File: src/hw/rtl/met_pkg.sv
package met_pkg;

   // Fixed point: FRAC_BITS fraction bits; z and c need four integer bits and a sign.
   localparam int FRAC_BITS = 26;
   localparam int ZW = FRAC_BITS + 5;
   // Multiplier operand: |x|, |y| < 2 and |2x| < 4 once the bound test has passed.
   localparam int MW = FRAC_BITS + 3;
   // Dividend of the coordinate mapping: px * 7 * 2^(FRAC_BITS-1).
   localparam int NW = FRAC_BITS + 14;
   localparam int CW = $clog2(NW + 1);

   localparam int CSR_IW = 2;
   localparam logic [CSR_IW-1:0] CSR_MAX_ITER = 2'd0;
   localparam logic [CSR_IW-1:0] CSR_WIDTH    = 2'd1;
   localparam logic [CSR_IW-1:0] CSR_HEIGHT   = 2'd2;

   localparam logic [15:0] MAX_ITER_RESET = 16'd10000;
   localparam logic [12:0] WIDTH_RESET    = 13'd1920;
   localparam logic [12:0] HEIGHT_RESET   = 13'd1080;

   localparam logic [NW-1:0] OFFSET_X = NW'(5) << (FRAC_BITS - 1);
   localparam logic [NW-1:0] OFFSET_Y = NW'(1) << FRAC_BITS;
   localparam logic [NW-1:0] C_SPAN   = NW'(8) << FRAC_BITS;
   localparam logic [NW-1:0] LIMIT_X  = OFFSET_X + C_SPAN;
   localparam logic [NW-1:0] LIMIT_Y  = OFFSET_Y + C_SPAN;

   localparam logic signed [ZW-1:0] C_MAX       = (ZW'(1) << (FRAC_BITS + 3)) - ZW'(1);
   localparam logic signed [ZW-1:0] Z_LIMIT     = ZW'(2) << FRAC_BITS;
   localparam logic signed [ZW-1:0] Z_LIMIT_NEG = -(ZW'(2) << FRAC_BITS);
   localparam logic signed [ZW-1:0] FOUR_FX     = ZW'(4) << FRAC_BITS;

   typedef enum logic [2:0] {
      ST_IDLE,
      ST_DIV_X,
      ST_DIV_Y,
      ST_CHECK,
      ST_MUL_YY,
      ST_MUL_XY,
      ST_DONE
   } state_type;

   typedef struct packed {
      logic            start;
      logic [NW-1:0]   num;
      logic [12:0]     den;
   } div_req_type;

endpackage

File: src/hw/rtl/met_div.sv
module met_div
   import met_pkg::*;
(
   input  logic          clock,
   input  logic          reset,
   input  div_req_type   req,
   output logic          done,
   output logic [NW-1:0] quotient
);

   logic [NW-1:0] quo_ff, quo_in;
   logic [12:0]   rem_ff, rem_in;
   logic [12:0]   den_ff, den_in;
   logic [CW-1:0] cnt_ff, cnt_in;
   logic          busy_ff, busy_in;
   logic          done_ff, done_in;
   logic [13:0]   shifted;
   logic          fits;

   // One quotient bit a step: shift the next dividend bit into the remainder.
   assign shifted = {rem_ff, quo_ff[NW-1]};
   assign fits    = shifted >= {1'b0, den_ff};

   always_comb begin
      quo_in  = quo_ff;
      rem_in  = rem_ff;
      den_in  = den_ff;
      cnt_in  = cnt_ff;
      busy_in = busy_ff;
      done_in = 1'b0;
      if (req.start) begin
         quo_in  = req.num;
         rem_in  = '0;
         den_in  = req.den;
         cnt_in  = CW'(NW);
         busy_in = 1'b1;
      end else if (busy_ff) begin
         quo_in = {quo_ff[NW-2:0], fits};
         rem_in = fits ? 13'(shifted - {1'b0, den_ff}) : shifted[12:0];
         cnt_in = cnt_ff - CW'(1);
         if (cnt_ff == CW'(1)) begin
            busy_in = 1'b0;
            done_in = 1'b1;
         end
      end
   end

   always_ff @(posedge clock) begin
      if (reset) begin
         busy_ff <= 1'b0;
         done_ff <= 1'b0;
         cnt_ff  <= '0;
      end else begin
         busy_ff <= busy_in;
         done_ff <= done_in;
         cnt_ff  <= cnt_in;
      end
      quo_ff <= quo_in;
      rem_ff <= rem_in;
      den_ff <= den_in;
   end

   assign done     = done_ff;
   assign quotient = quo_ff;

endmodule

File: src/hw/rtl/mandelbrot_escape_time_unit.sv
// Channel   | Direction | Signals                                         | Accepted when
// ----------+-----------+-------------------------------------------------+----------------------
// request   | in        | req_valid/req_ready, req_pixel_x/y, req_last_in_tile | valid & ready
// response  | out       | rsp_valid/rsp_ready, rsp_iteration_count, rsp_tile_end | valid & ready
// csr       | in        | csr_wr_en, csr_index, csr_wdata                 | csr_wr_en
//
// Each item runs two bit-serial divisions of FRAC_BITS+14 steps each, then, per iteration,
// the states ST_CHECK, ST_MUL_YY and ST_MUL_XY on the single shared multiplier (x*x, y*y,
// 2x*y); it ends on the bound or limit test or on the squared-magnitude test. The next item
// is taken only once this one has left ST_DONE. req_ready is high only while idle.
// A finished item waits in the response register; the next item is taken meanwhile.
// Reset is synchronous and restores the registers to 10000 / 1920 / 1080.
module mandelbrot_escape_time_unit
   import met_pkg::*;
(
   input  logic              clock,
   input  logic              reset,
   input  logic              req_valid,
   output logic              req_ready,
   input  logic [11:0]       req_pixel_x,
   input  logic [11:0]       req_pixel_y,
   input  logic              req_last_in_tile,
   output logic              rsp_valid,
   input  logic              rsp_ready,
   output logic [15:0]       rsp_iteration_count,
   output logic              rsp_tile_end,
   input  logic              csr_wr_en,
   input  logic [CSR_IW-1:0] csr_index,
   input  logic [15:0]       csr_wdata
);

   state_type state_ff, state_in;

   logic [15:0] max_iter_ff;
   logic [12:0] width_ff, height_ff;

   logic [11:0]            py_ff;
   logic                   mark_ff;
   logic signed [ZW-1:0]   x_ff, y_ff, xx_ff, yy_ff, cx_ff, cy_ff;
   logic [15:0]            count_ff;
   logic                   rsp_valid_ff;
   logic [15:0]            rsp_count_ff;
   logic                   rsp_tile_end_ff;

   div_req_type            div_req;
   logic                   div_done;
   logic [NW-1:0]          div_q;

   logic signed [MW-1:0]   mul_a, mul_b;
   logic signed [2*MW-1:0] prod, prod_sh;
   logic signed [ZW-1:0]   mul_res;

   logic [14:0]            px7;
   logic [12:0]            den_x, den_y;
   logic signed [ZW-1:0]   cx_new, cy_new;
   logic                   out_free, out_bound, escaped, at_limit;

   met_div u_div (
      .clock    (clock),
      .reset    (reset),
      .req      (div_req),
      .done     (div_done),
      .quotient (div_q)
   );

   assign px7   = {req_pixel_x, 3'b000} - {3'b000, req_pixel_x};
   assign den_x = (width_ff == 13'd0) ? 13'd1 : width_ff;
   assign den_y = (height_ff == 13'd0) ? 13'd1 : height_ff;

   // Quotient is never negative, so only the top of the plane needs saturating.
   assign cx_new = (div_q >= LIMIT_X) ? C_MAX : ZW'(div_q - OFFSET_X);
   assign cy_new = (div_q >= LIMIT_Y) ? C_MAX : ZW'(div_q - OFFSET_Y);

   // Shared multiplier; an arithmetic shift of the exact product floors it.
   assign prod    = mul_a * mul_b;
   assign prod_sh = prod >>> FRAC_BITS;
   assign mul_res = prod_sh[ZW-1:0];

   assign out_bound = (x_ff >= Z_LIMIT) || (x_ff <= Z_LIMIT_NEG) ||
                      (y_ff >= Z_LIMIT) || (y_ff <= Z_LIMIT_NEG);
   assign at_limit  = count_ff >= max_iter_ff;
   assign escaped   = (xx_ff + yy_ff) >= FOUR_FX;
   assign out_free  = !rsp_valid_ff || rsp_ready;

   always_comb begin
      state_in = state_ff;
      case (state_ff)
         ST_IDLE:   if (req_valid) state_in = ST_DIV_X;
         ST_DIV_X:  if (div_done) state_in = ST_DIV_Y;
         ST_DIV_Y:  if (div_done) state_in = ST_CHECK;
         ST_CHECK:  state_in = (at_limit || out_bound) ? ST_DONE : ST_MUL_YY;
         ST_MUL_YY: state_in = ST_MUL_XY;
         ST_MUL_XY: state_in = escaped ? ST_DONE : ST_CHECK;
         ST_DONE:   if (out_free) state_in = ST_IDLE;
         default:   state_in = ST_IDLE;
      endcase
   end

   always_comb begin
      req_ready     = 1'b0;
      div_req.start = 1'b0;
      div_req.num   = {px7, {(FRAC_BITS - 1){1'b0}}};
      div_req.den   = den_x;
      mul_a         = x_ff[MW-1:0];
      mul_b         = x_ff[MW-1:0];
      case (state_ff)
         ST_IDLE: begin
            req_ready     = 1'b1;
            div_req.start = req_valid;
         end
         ST_DIV_X: begin
            div_req.start = div_done;
            div_req.num   = {1'b0, py_ff, {(FRAC_BITS + 1){1'b0}}};
            div_req.den   = den_y;
         end
         ST_MUL_YY: begin
            mul_a = y_ff[MW-1:0];
            mul_b = y_ff[MW-1:0];
         end
         ST_MUL_XY: begin
            mul_a = {x_ff[MW-2:0], 1'b0};
            mul_b = y_ff[MW-1:0];
         end
         default: ;
      endcase
   end

   always_ff @(posedge clock) begin
      if (reset) begin
         state_ff     <= ST_IDLE;
         max_iter_ff  <= MAX_ITER_RESET;
         width_ff     <= WIDTH_RESET;
         height_ff    <= HEIGHT_RESET;
         rsp_valid_ff <= 1'b0;
      end else begin
         state_ff <= state_in;
         if (csr_wr_en) begin
            case (csr_index)
               CSR_MAX_ITER: max_iter_ff <= csr_wdata;
               CSR_WIDTH:    width_ff    <= csr_wdata[12:0];
               CSR_HEIGHT:   height_ff   <= csr_wdata[12:0];
               default: ;
            endcase
         end
         if (state_ff == ST_DONE && out_free) begin
            rsp_valid_ff <= 1'b1;
         end else if (rsp_ready) begin
            rsp_valid_ff <= 1'b0;
         end
      end
   end

   always_ff @(posedge clock) begin
      case (state_ff)
         ST_IDLE: begin
            py_ff   <= req_pixel_y;
            mark_ff <= req_last_in_tile;
         end
         ST_DIV_X: begin
            if (div_done) cx_ff <= cx_new;
         end
         ST_DIV_Y: begin
            if (div_done) begin
               cy_ff    <= cy_new;
               x_ff     <= '0;
               y_ff     <= '0;
               count_ff <= '0;
            end
         end
         ST_CHECK: xx_ff <= mul_res;
         ST_MUL_YY: yy_ff <= mul_res;
         ST_MUL_XY: begin
            // Commit the step only if the point is still inside.
            if (!escaped) begin
               x_ff     <= xx_ff - yy_ff + cx_ff;
               y_ff     <= mul_res + cy_ff;
               count_ff <= count_ff + 16'd1;
            end
         end
         ST_DONE: begin
            if (out_free) begin
               rsp_count_ff    <= count_ff;
               rsp_tile_end_ff <= mark_ff;
            end
         end
         default: ;
      endcase
   end

   assign rsp_valid           = rsp_valid_ff;
   assign rsp_iteration_count = rsp_count_ff;
   assign rsp_tile_end        = rsp_tile_end_ff;

endmodule

File: config.mk
export PLATFORM = sky130hd
export DESIGN_NAME = mandelbrot_escape_time_unit
export DESIGN_NICKNAME = d
export VERILOG_FILES = /design/src/hw/rtl/met_pkg.sv /design/src/hw/rtl/met_div.sv /design/src/hw/rtl/mandelbrot_escape_time_unit.sv
export SDC_FILE = /design/constraint.sdc
export NUM_CORES = 2
export LEC_CHECK = 0
export BUFFER_PORTS_ARGS = -buffer_cell sky130_fd_sc_hd__buf_2
export CORE_MARGIN = 2
export CORE_UTILIZATION = 40
export DETAILED_ROUTE_END_ITERATION = 8
export MAX_ROUTING_LAYER = met4
export PLACE_DENSITY_LB_ADDON = 0.05
export SYNTH_ARGS = -nofsm -noshare
export SYNTH_HDL_FRONTEND = slang
export SYNTH_SLANG_ARGS = --single-unit
export TNS_END_PERCENT = 100
File: constraint.sdc
create_clock -name clock -period 19.6 [get_ports clock]
set_input_delay 4.9 -clock clock [delete_from_list [all_inputs] [get_ports clock]]
set_output_delay 4.9 -clock clock [all_outputs]
set_load 0.02 [all_outputs]
# Yosys cells after proc, flatten, opt, wreduce, memory -nomap -nowiden
# Index checks and enable logic that the tools add are counted.
# totals
register_bits	352
input_bits	48
out_inout_bits	19
elab_cells	116
# op_classes
n_addsub	10
mul	1
magnitude_cmp	9
eq_ne	14
muxes	33
bitwise_logic	1
n_reduce_logical	25
# ops
operator	count
one-hot mux 31 bit (2 select lines)	2
adder 31 bit	3
two-way mux 31 bit	3
greater-or-equal comparator 40 x 30 -> 1 bit (second input constant)	2
two-way mux 40 bit	2
greater-or-equal comparator 31 x 29 -> 1 bit (second input constant)	2
<= comparator 31 x 28 -> 1 bit (second input constant)	2
one-hot mux 29 bit (2 select lines)	1
multiplier 29 x 29 -> 57 bit	1
two-way mux 53 bit	1
two-way mux 13 bit	3
two-way mux 16 bit	2
one-hot mux 16 bit (2 select lines)	1
greater-or-equal comparator 31 x 30 -> 1 bit (second input constant)	1
subtractor 31 x 27 -> 31 bit (second input constant)	1
subtractor 31 x 28 -> 31 bit (second input constant)	1
subtractor 31 bit	1
two-way mux 29 bit	1
logical NOT 13 bit	2
one-hot mux 3 bit (7 select lines)	1
adder 16 x 1 -> 16 bit (second input constant)	1
greater-or-equal comparator 16 bit	1
two-way mux 3 bit	5
subtractor 15 x 12 -> 15 bit	1
other kinds (27)	52

# Depth between registers and ports, before layout
# logic_depth
word_depth	7
depth_mapped	49
depth_no_buf	44

# Hierarchy
# From an unflattened synthesis, not the netlist that was laid out.
# hier_totals
hier_cells	5295
area_unflattened_um2	50085.5
# by_module_without_submodules
module	n_inst	cells_each	area_each_um2	seq_area_each_um2
mandelbrot_escape_time_unit	1	4968	46246.9	7887.6
met_div	1	327	3838.7	2011.9

# Worst setup path before layout
# No wires, ideal clock.
# synth_path
kind	register -> register
from	reg state_ff[0]
to	reg y_ff[30], data pin
setup_time_ns	0.266
arrival_time_ns	10.716
t_required_ns	19.334
slack_ns	8.618
path_stages_with_launch	41
path_buffers	4
period_less_slack_ns	10.982
cell_sequence	dfxtp_1 -> buf_2 -> buf_1 -> clkbuf_1 -> mux2i_1 -> o21a_1 -> clkbuf_1 -> nor2_1 -> fa_1 -> fa_1 -> fa_1 -> inv_1 -> fa_1 -> inv_1 -> fa_1 -> fa_1 -> fa_1 -> inv_1 -> [5 not listed] -> a2111oi_2 -> nand3_1 -> o2111a_1 -> or3b_4 -> nor2_1 -> o21ai_1 -> a21oi_1 -> xnor2_1 -> ha_1 -> a21oi_1 -> o21ai_0 -> a2111oi_0 -> nand3_1 -> a31oi_1 -> o221ai_1 -> o41ai_1 -> xnor2_1 -> nor2_1
# synth_between
elab_chain_len	7
elab_cells_between_ends	10
classes_between	1 x add/sub; 1 x mul; 3 x eq/ne; 4 x mux; 1 x reduce/logical
# synth_rtl
item	line_no	text
start, declared	mandelbrot_escape_time_unit.sv:32	state_type state_ff, state_in;
start signal, assigned	mandelbrot_escape_time_unit.sv:136	state_ff <= state_in;
equality test 3 bit	mandelbrot_escape_time_unit.sv:106	case (state_ff)
OR reduction 2 bit (no source line)	--	
two-way mux 29 bit	mandelbrot_escape_time_unit.sv:106	
multiplier 29 x 29 -> 57 bit (*)	mandelbrot_escape_time_unit.sv:75	assign prod = mul_a * mul_b;
net prod[41]	mandelbrot_escape_time_unit.sv:50	logic signed [2*MW-1:0] prod, prod_sh;
adder 31 bit (*)	mandelbrot_escape_time_unit.sv:176	y_ff <= mul_res + cy_ff;
two-way mux 31 bit (*)	mandelbrot_escape_time_unit.sv:174	if (!escaped) begin
one-hot mux 31 bit (2 select lines) (*)	mandelbrot_escape_time_unit.sv:154	case (state_ff)
end signal, assigned	mandelbrot_escape_time_unit.sv:176	
end, declared	mandelbrot_escape_time_unit.sv:39	logic signed [ZW-1:0] x_ff, y_ff, xx_ff, yy_ff, cx_ff, cy_ff;
# Mark *: on every way through the listed nets, which the timed path passes. The rest lies on a longest branch. The select of a mux whose other input is x is not followed.
# A chain may end at the register's enable or synchronous reset.

# Worst setup path after layout
# layout_path
from	reg state_ff[1]
to	reg y_ff[30], data pin
# Same word-level chain as after synthesis.

==> impl_metrics.csv <==
group,metric,value,unit
outcome,result_of_the_run,"completed",
synth,synth.yosys.seq_area_share,19.7,%
floorplanning,floorplan.core_area,124000,sq um
final_layout,relative_area_change_from_synthesis_to_final_layout,7.36,%
power_and_ir_drop,power_density,72.6,nW/um^2
clocking,cts.repair_timing.setup_buffer_count,0,
synth,synth_largest_type_area_fraction,36.9,%
clocking,cts_hold_buf,0,
floorplanning,floorplan.die_area,128000,sq um
drt,postRouteAntennaNets,0,
grt,total_grt_usage,26.6,%
sta,clock.fmax,75.4,MHz
sta,finalCritPeriodShare,67.7,%
sta,setup_tns,0,ns
critical_path,critical-path-top-cell-by-count,"fa_1",
synth,post-synth-top-area-cell,"fa_1",
grt,largest_net_degree_at_the_start_of_global_routing,82,
clocking,cts_htree_levels,2,
drt,wirelength_per_cell,23.0,um
floorplanning,initial_utilization,40.4,%
clocking,cts-root-to-sink-buffers,3,
clocking,cts.reportedPaths.clkPinSlew,0.06,ns
drt,remaining_drc_errors,0,
sta,final_max_slew_viol_count,0,
sta,setup_viol,0,
min_path,min-delay-path-class,"flop to flop",
synth,synthCells,5356,
synth,synth.avg_cell_area,9.37,sq um
critical_path,worstSetupEndpointType,"flop",
synth,post_synth_instance_area,50200,sq um
critical_path,worst-r2r-cell-count,37,
sta,slew-limit-headroom,6.54,%
place,port-buffer-count,66,
synth,synthMostInstantiatedCell,"inv_1",
synth,synth_flop_cell,"edfxtp_1",
min_path,hold_depth,0,
place,placement.setup.worst_slack,6.44,ns
sta,rsz0062_at_grt,"false",
critical_path,timing_worst_setup_path_type,"flop to flop",
drt,wl,162000,um
sta,finClkSkew,0.0203,ns
clocking,clk_root_buffer_cell,"clkbuf_16",
critical_path,standard_cell_with_the_maximum_stage_delay_on_the_critical_path,"o21a_1",
clocking,worstSkewPairLatency,0.55,ns
synth,postSynthRegisterBits,352,
synth,synthesis.yosys.warnings,0,
floorplanning,fp.dieH,358,um
sta,report.final.hold_viol_count,0,
critical_path,setup.worst_path.start_class,"flop",
final_layout,num_antenna_cells,0,
floorplanning,die-width,358,um
synth,syn_nets,6662,
critical_path,cp.required,19.87,ns
sta,timing_worst_slew_pin_value,1.39,ns
power_and_ir_drop,leakagePower,25.7,nW
min_path,hold_path_end,"rsp_tile_end",
job,drv.max_cap_violation_count,0,
drt,vias_per_cell,5.19,
grt,first_global_vias,38800,
synth,synth_edf_count,285,
sta,fin_crit,13.27,ns
place,place.gp.congestion,0.942,
grt,grt_pass1_wl,246000,um
critical_path,crit_arrival,13.54,ns
floorplanning,rows,129,
power_and_ir_drop,irDropWorstVdd,74.5,uV
place,dp.final_hpwl,130000,um
critical_path,r2r_slack,6.33,ns
final_layout,total_number_of_nets_in_the_final_design,6660,
min_path,min-delay-start,"mark_ff",
synth,synth_cell_types,77,
sta,setup_ws,6.33,ns
clocking,cts_num_sinks,352,
synth,synth.cells.most_frequent,"inv_1, fa_1, nor2_1",
drt,vias,36400,
grt,grt_overflow_total,0,
drt,firstDrtPassIters,6,
clocking,tritoncts_clock_tree,"yes",
grt,grt_antenna_before_repair,3,
final_layout,drive_above_1_share,5.76,%
synth,synth-async-reset-ratio,0,%
clocking,numCtsBuffers,35,
critical_path,r2r-end,"y_ff[30]",
critical_path,crit-reg2reg-launch,"state_ff[1]",
critical_path,crit_fanout,81,
synth,yosys-top-cells-area,"fa_1, edfxtp_1, inv_1",
floorplanning,num_io_pins,67,
clocking,post_cts_resize_count,0,
critical_path,cpPeakStageDelay,1.01,ns
drt,drt_first_iter_violations,2596,
[worst max path at each step]
stage / from / end / slack (ns)
4_1_cts: state_ff[2] / y_ff[27] / 6.39
3_3_place_gp: state_ff[1] / y_ff[27] / 6.51
6_report: state_ff[1] / y_ff[30] / 6.33
5_1_grt: state_ff[1] / y_ff[30] / 5.61
3_5_place_dp: state_ff[2] / y_ff[27] / 6.44
2_1_floorplan: state_ff[0] / y_ff[30] / 8.62
[per-stage QoR]
step | total power, mW | instances | hold WS (ns) | area [sq um] | util, %
finish | 3.91 | 7017 | 0.420 | 53900 | 43.4
global route | 4.19 | 7017 | 0.459 | 53900 | 43.4
CTS | 3.93 | 7017 | 0.421 | 53900 | 43.4
detailed placement | 3.17 | 6954 | 0.419 | 52600 | 42.4
global placement | 3.19 | 6954 | 0.405 | 52600 | 42.4
floorplan | 2.40 | 5356 | 0.400 | 50200 | -
[layout make-up]
cell class | instances | area [sq um]
Sequential cell | 352 | 9900
Clock buffer | 47 | 1030
Fill cell | 12400 | 70300
Tap cell | 1637 | 2050
Timing Repair Buffer | 161 | 1040
Clock inverter | 16 | 184
Multi-Input combinational cell | 3668 | 35400
Inverter | 1136 | 4260
[critical path, delay by kind of cell, from the launching register on]
kind | cells | cell delay, ns
flops | 1 | 0.71
xor+xnor | 2 | 0.47
fa+ha+maj | 10 | 4.76
compound gates | 12 | 4.17
buf+inv | 5 | 0.86
simple gates | 8 | 1.91
[state kept, by name (all words and copies together), names as in the netlist, 16 cells and up]
name	count
x_ff	31
rsp_iteration_count	16
max_iter_ff	16
y_ff	31
u_div.quotient	40
count_ff	16
yy_ff	31
cy_ff	31
xx_ff	31
cx_ff	31
[report_power, final]
group | total (mW) | internal (mW) | leakage [nW] | switching (mW)
Combinational | 2.23 | 0.783 | 21.9 | 1.45
Sequential | 0.965 | 0.940 | 3.28 | 0.0250
Clock | 0.717 | 0.412 | 0.588 | 0.305
Total | 3.91 | 2.14 | 25.7 | 1.78
[metal layers]
| layer | part of all wire [%] | vias to the layer above | track usage, % | routed length [um] |
|---|---|---|---|---|
| li1 | - | 16500 | - | - |
| met1 | 44 | 18600 | 35.8 | 70600 |
| met2 | 48 | 1008 | 43.7 | 78100 |
| met3 | 5.4 | 211 | 2.53 | 8690 |
| met4 | 2.6 | 0 | 6.04 | 4140 |
| met5 | 0 | - | - | 0 |
[kinds of logic (layout without fill, tap and decap cells)]
kind of cell	count (synthesis)	after routing	share of synthesized area, %
muxes	55	55	1.13
adders and majority gates	1259	1259	45.2
xor gates and xnor gates	126	126	2.23
DFF	352	352	19.7
buffers and inverters	1336	1360	10.0
AOI/OAI and AO/OA	583	583	7.30
and+or+nand+nor	1645	1645	14.4
[cell usage in the layout (no fill, tap or decap), drive strengths merged, types with 54 or more instances in the layout]
cell type and n:
nor2 646, nand2 580, a21oi 201, buf 161
ha 334, o21ai 128, nor3 57, nand2b 66
xor2 55, dfxtp 67, inv 1137, fa 924
edfxtp 285, a21o 54, xnor2 70
Power figures use the tool's default switching activity.
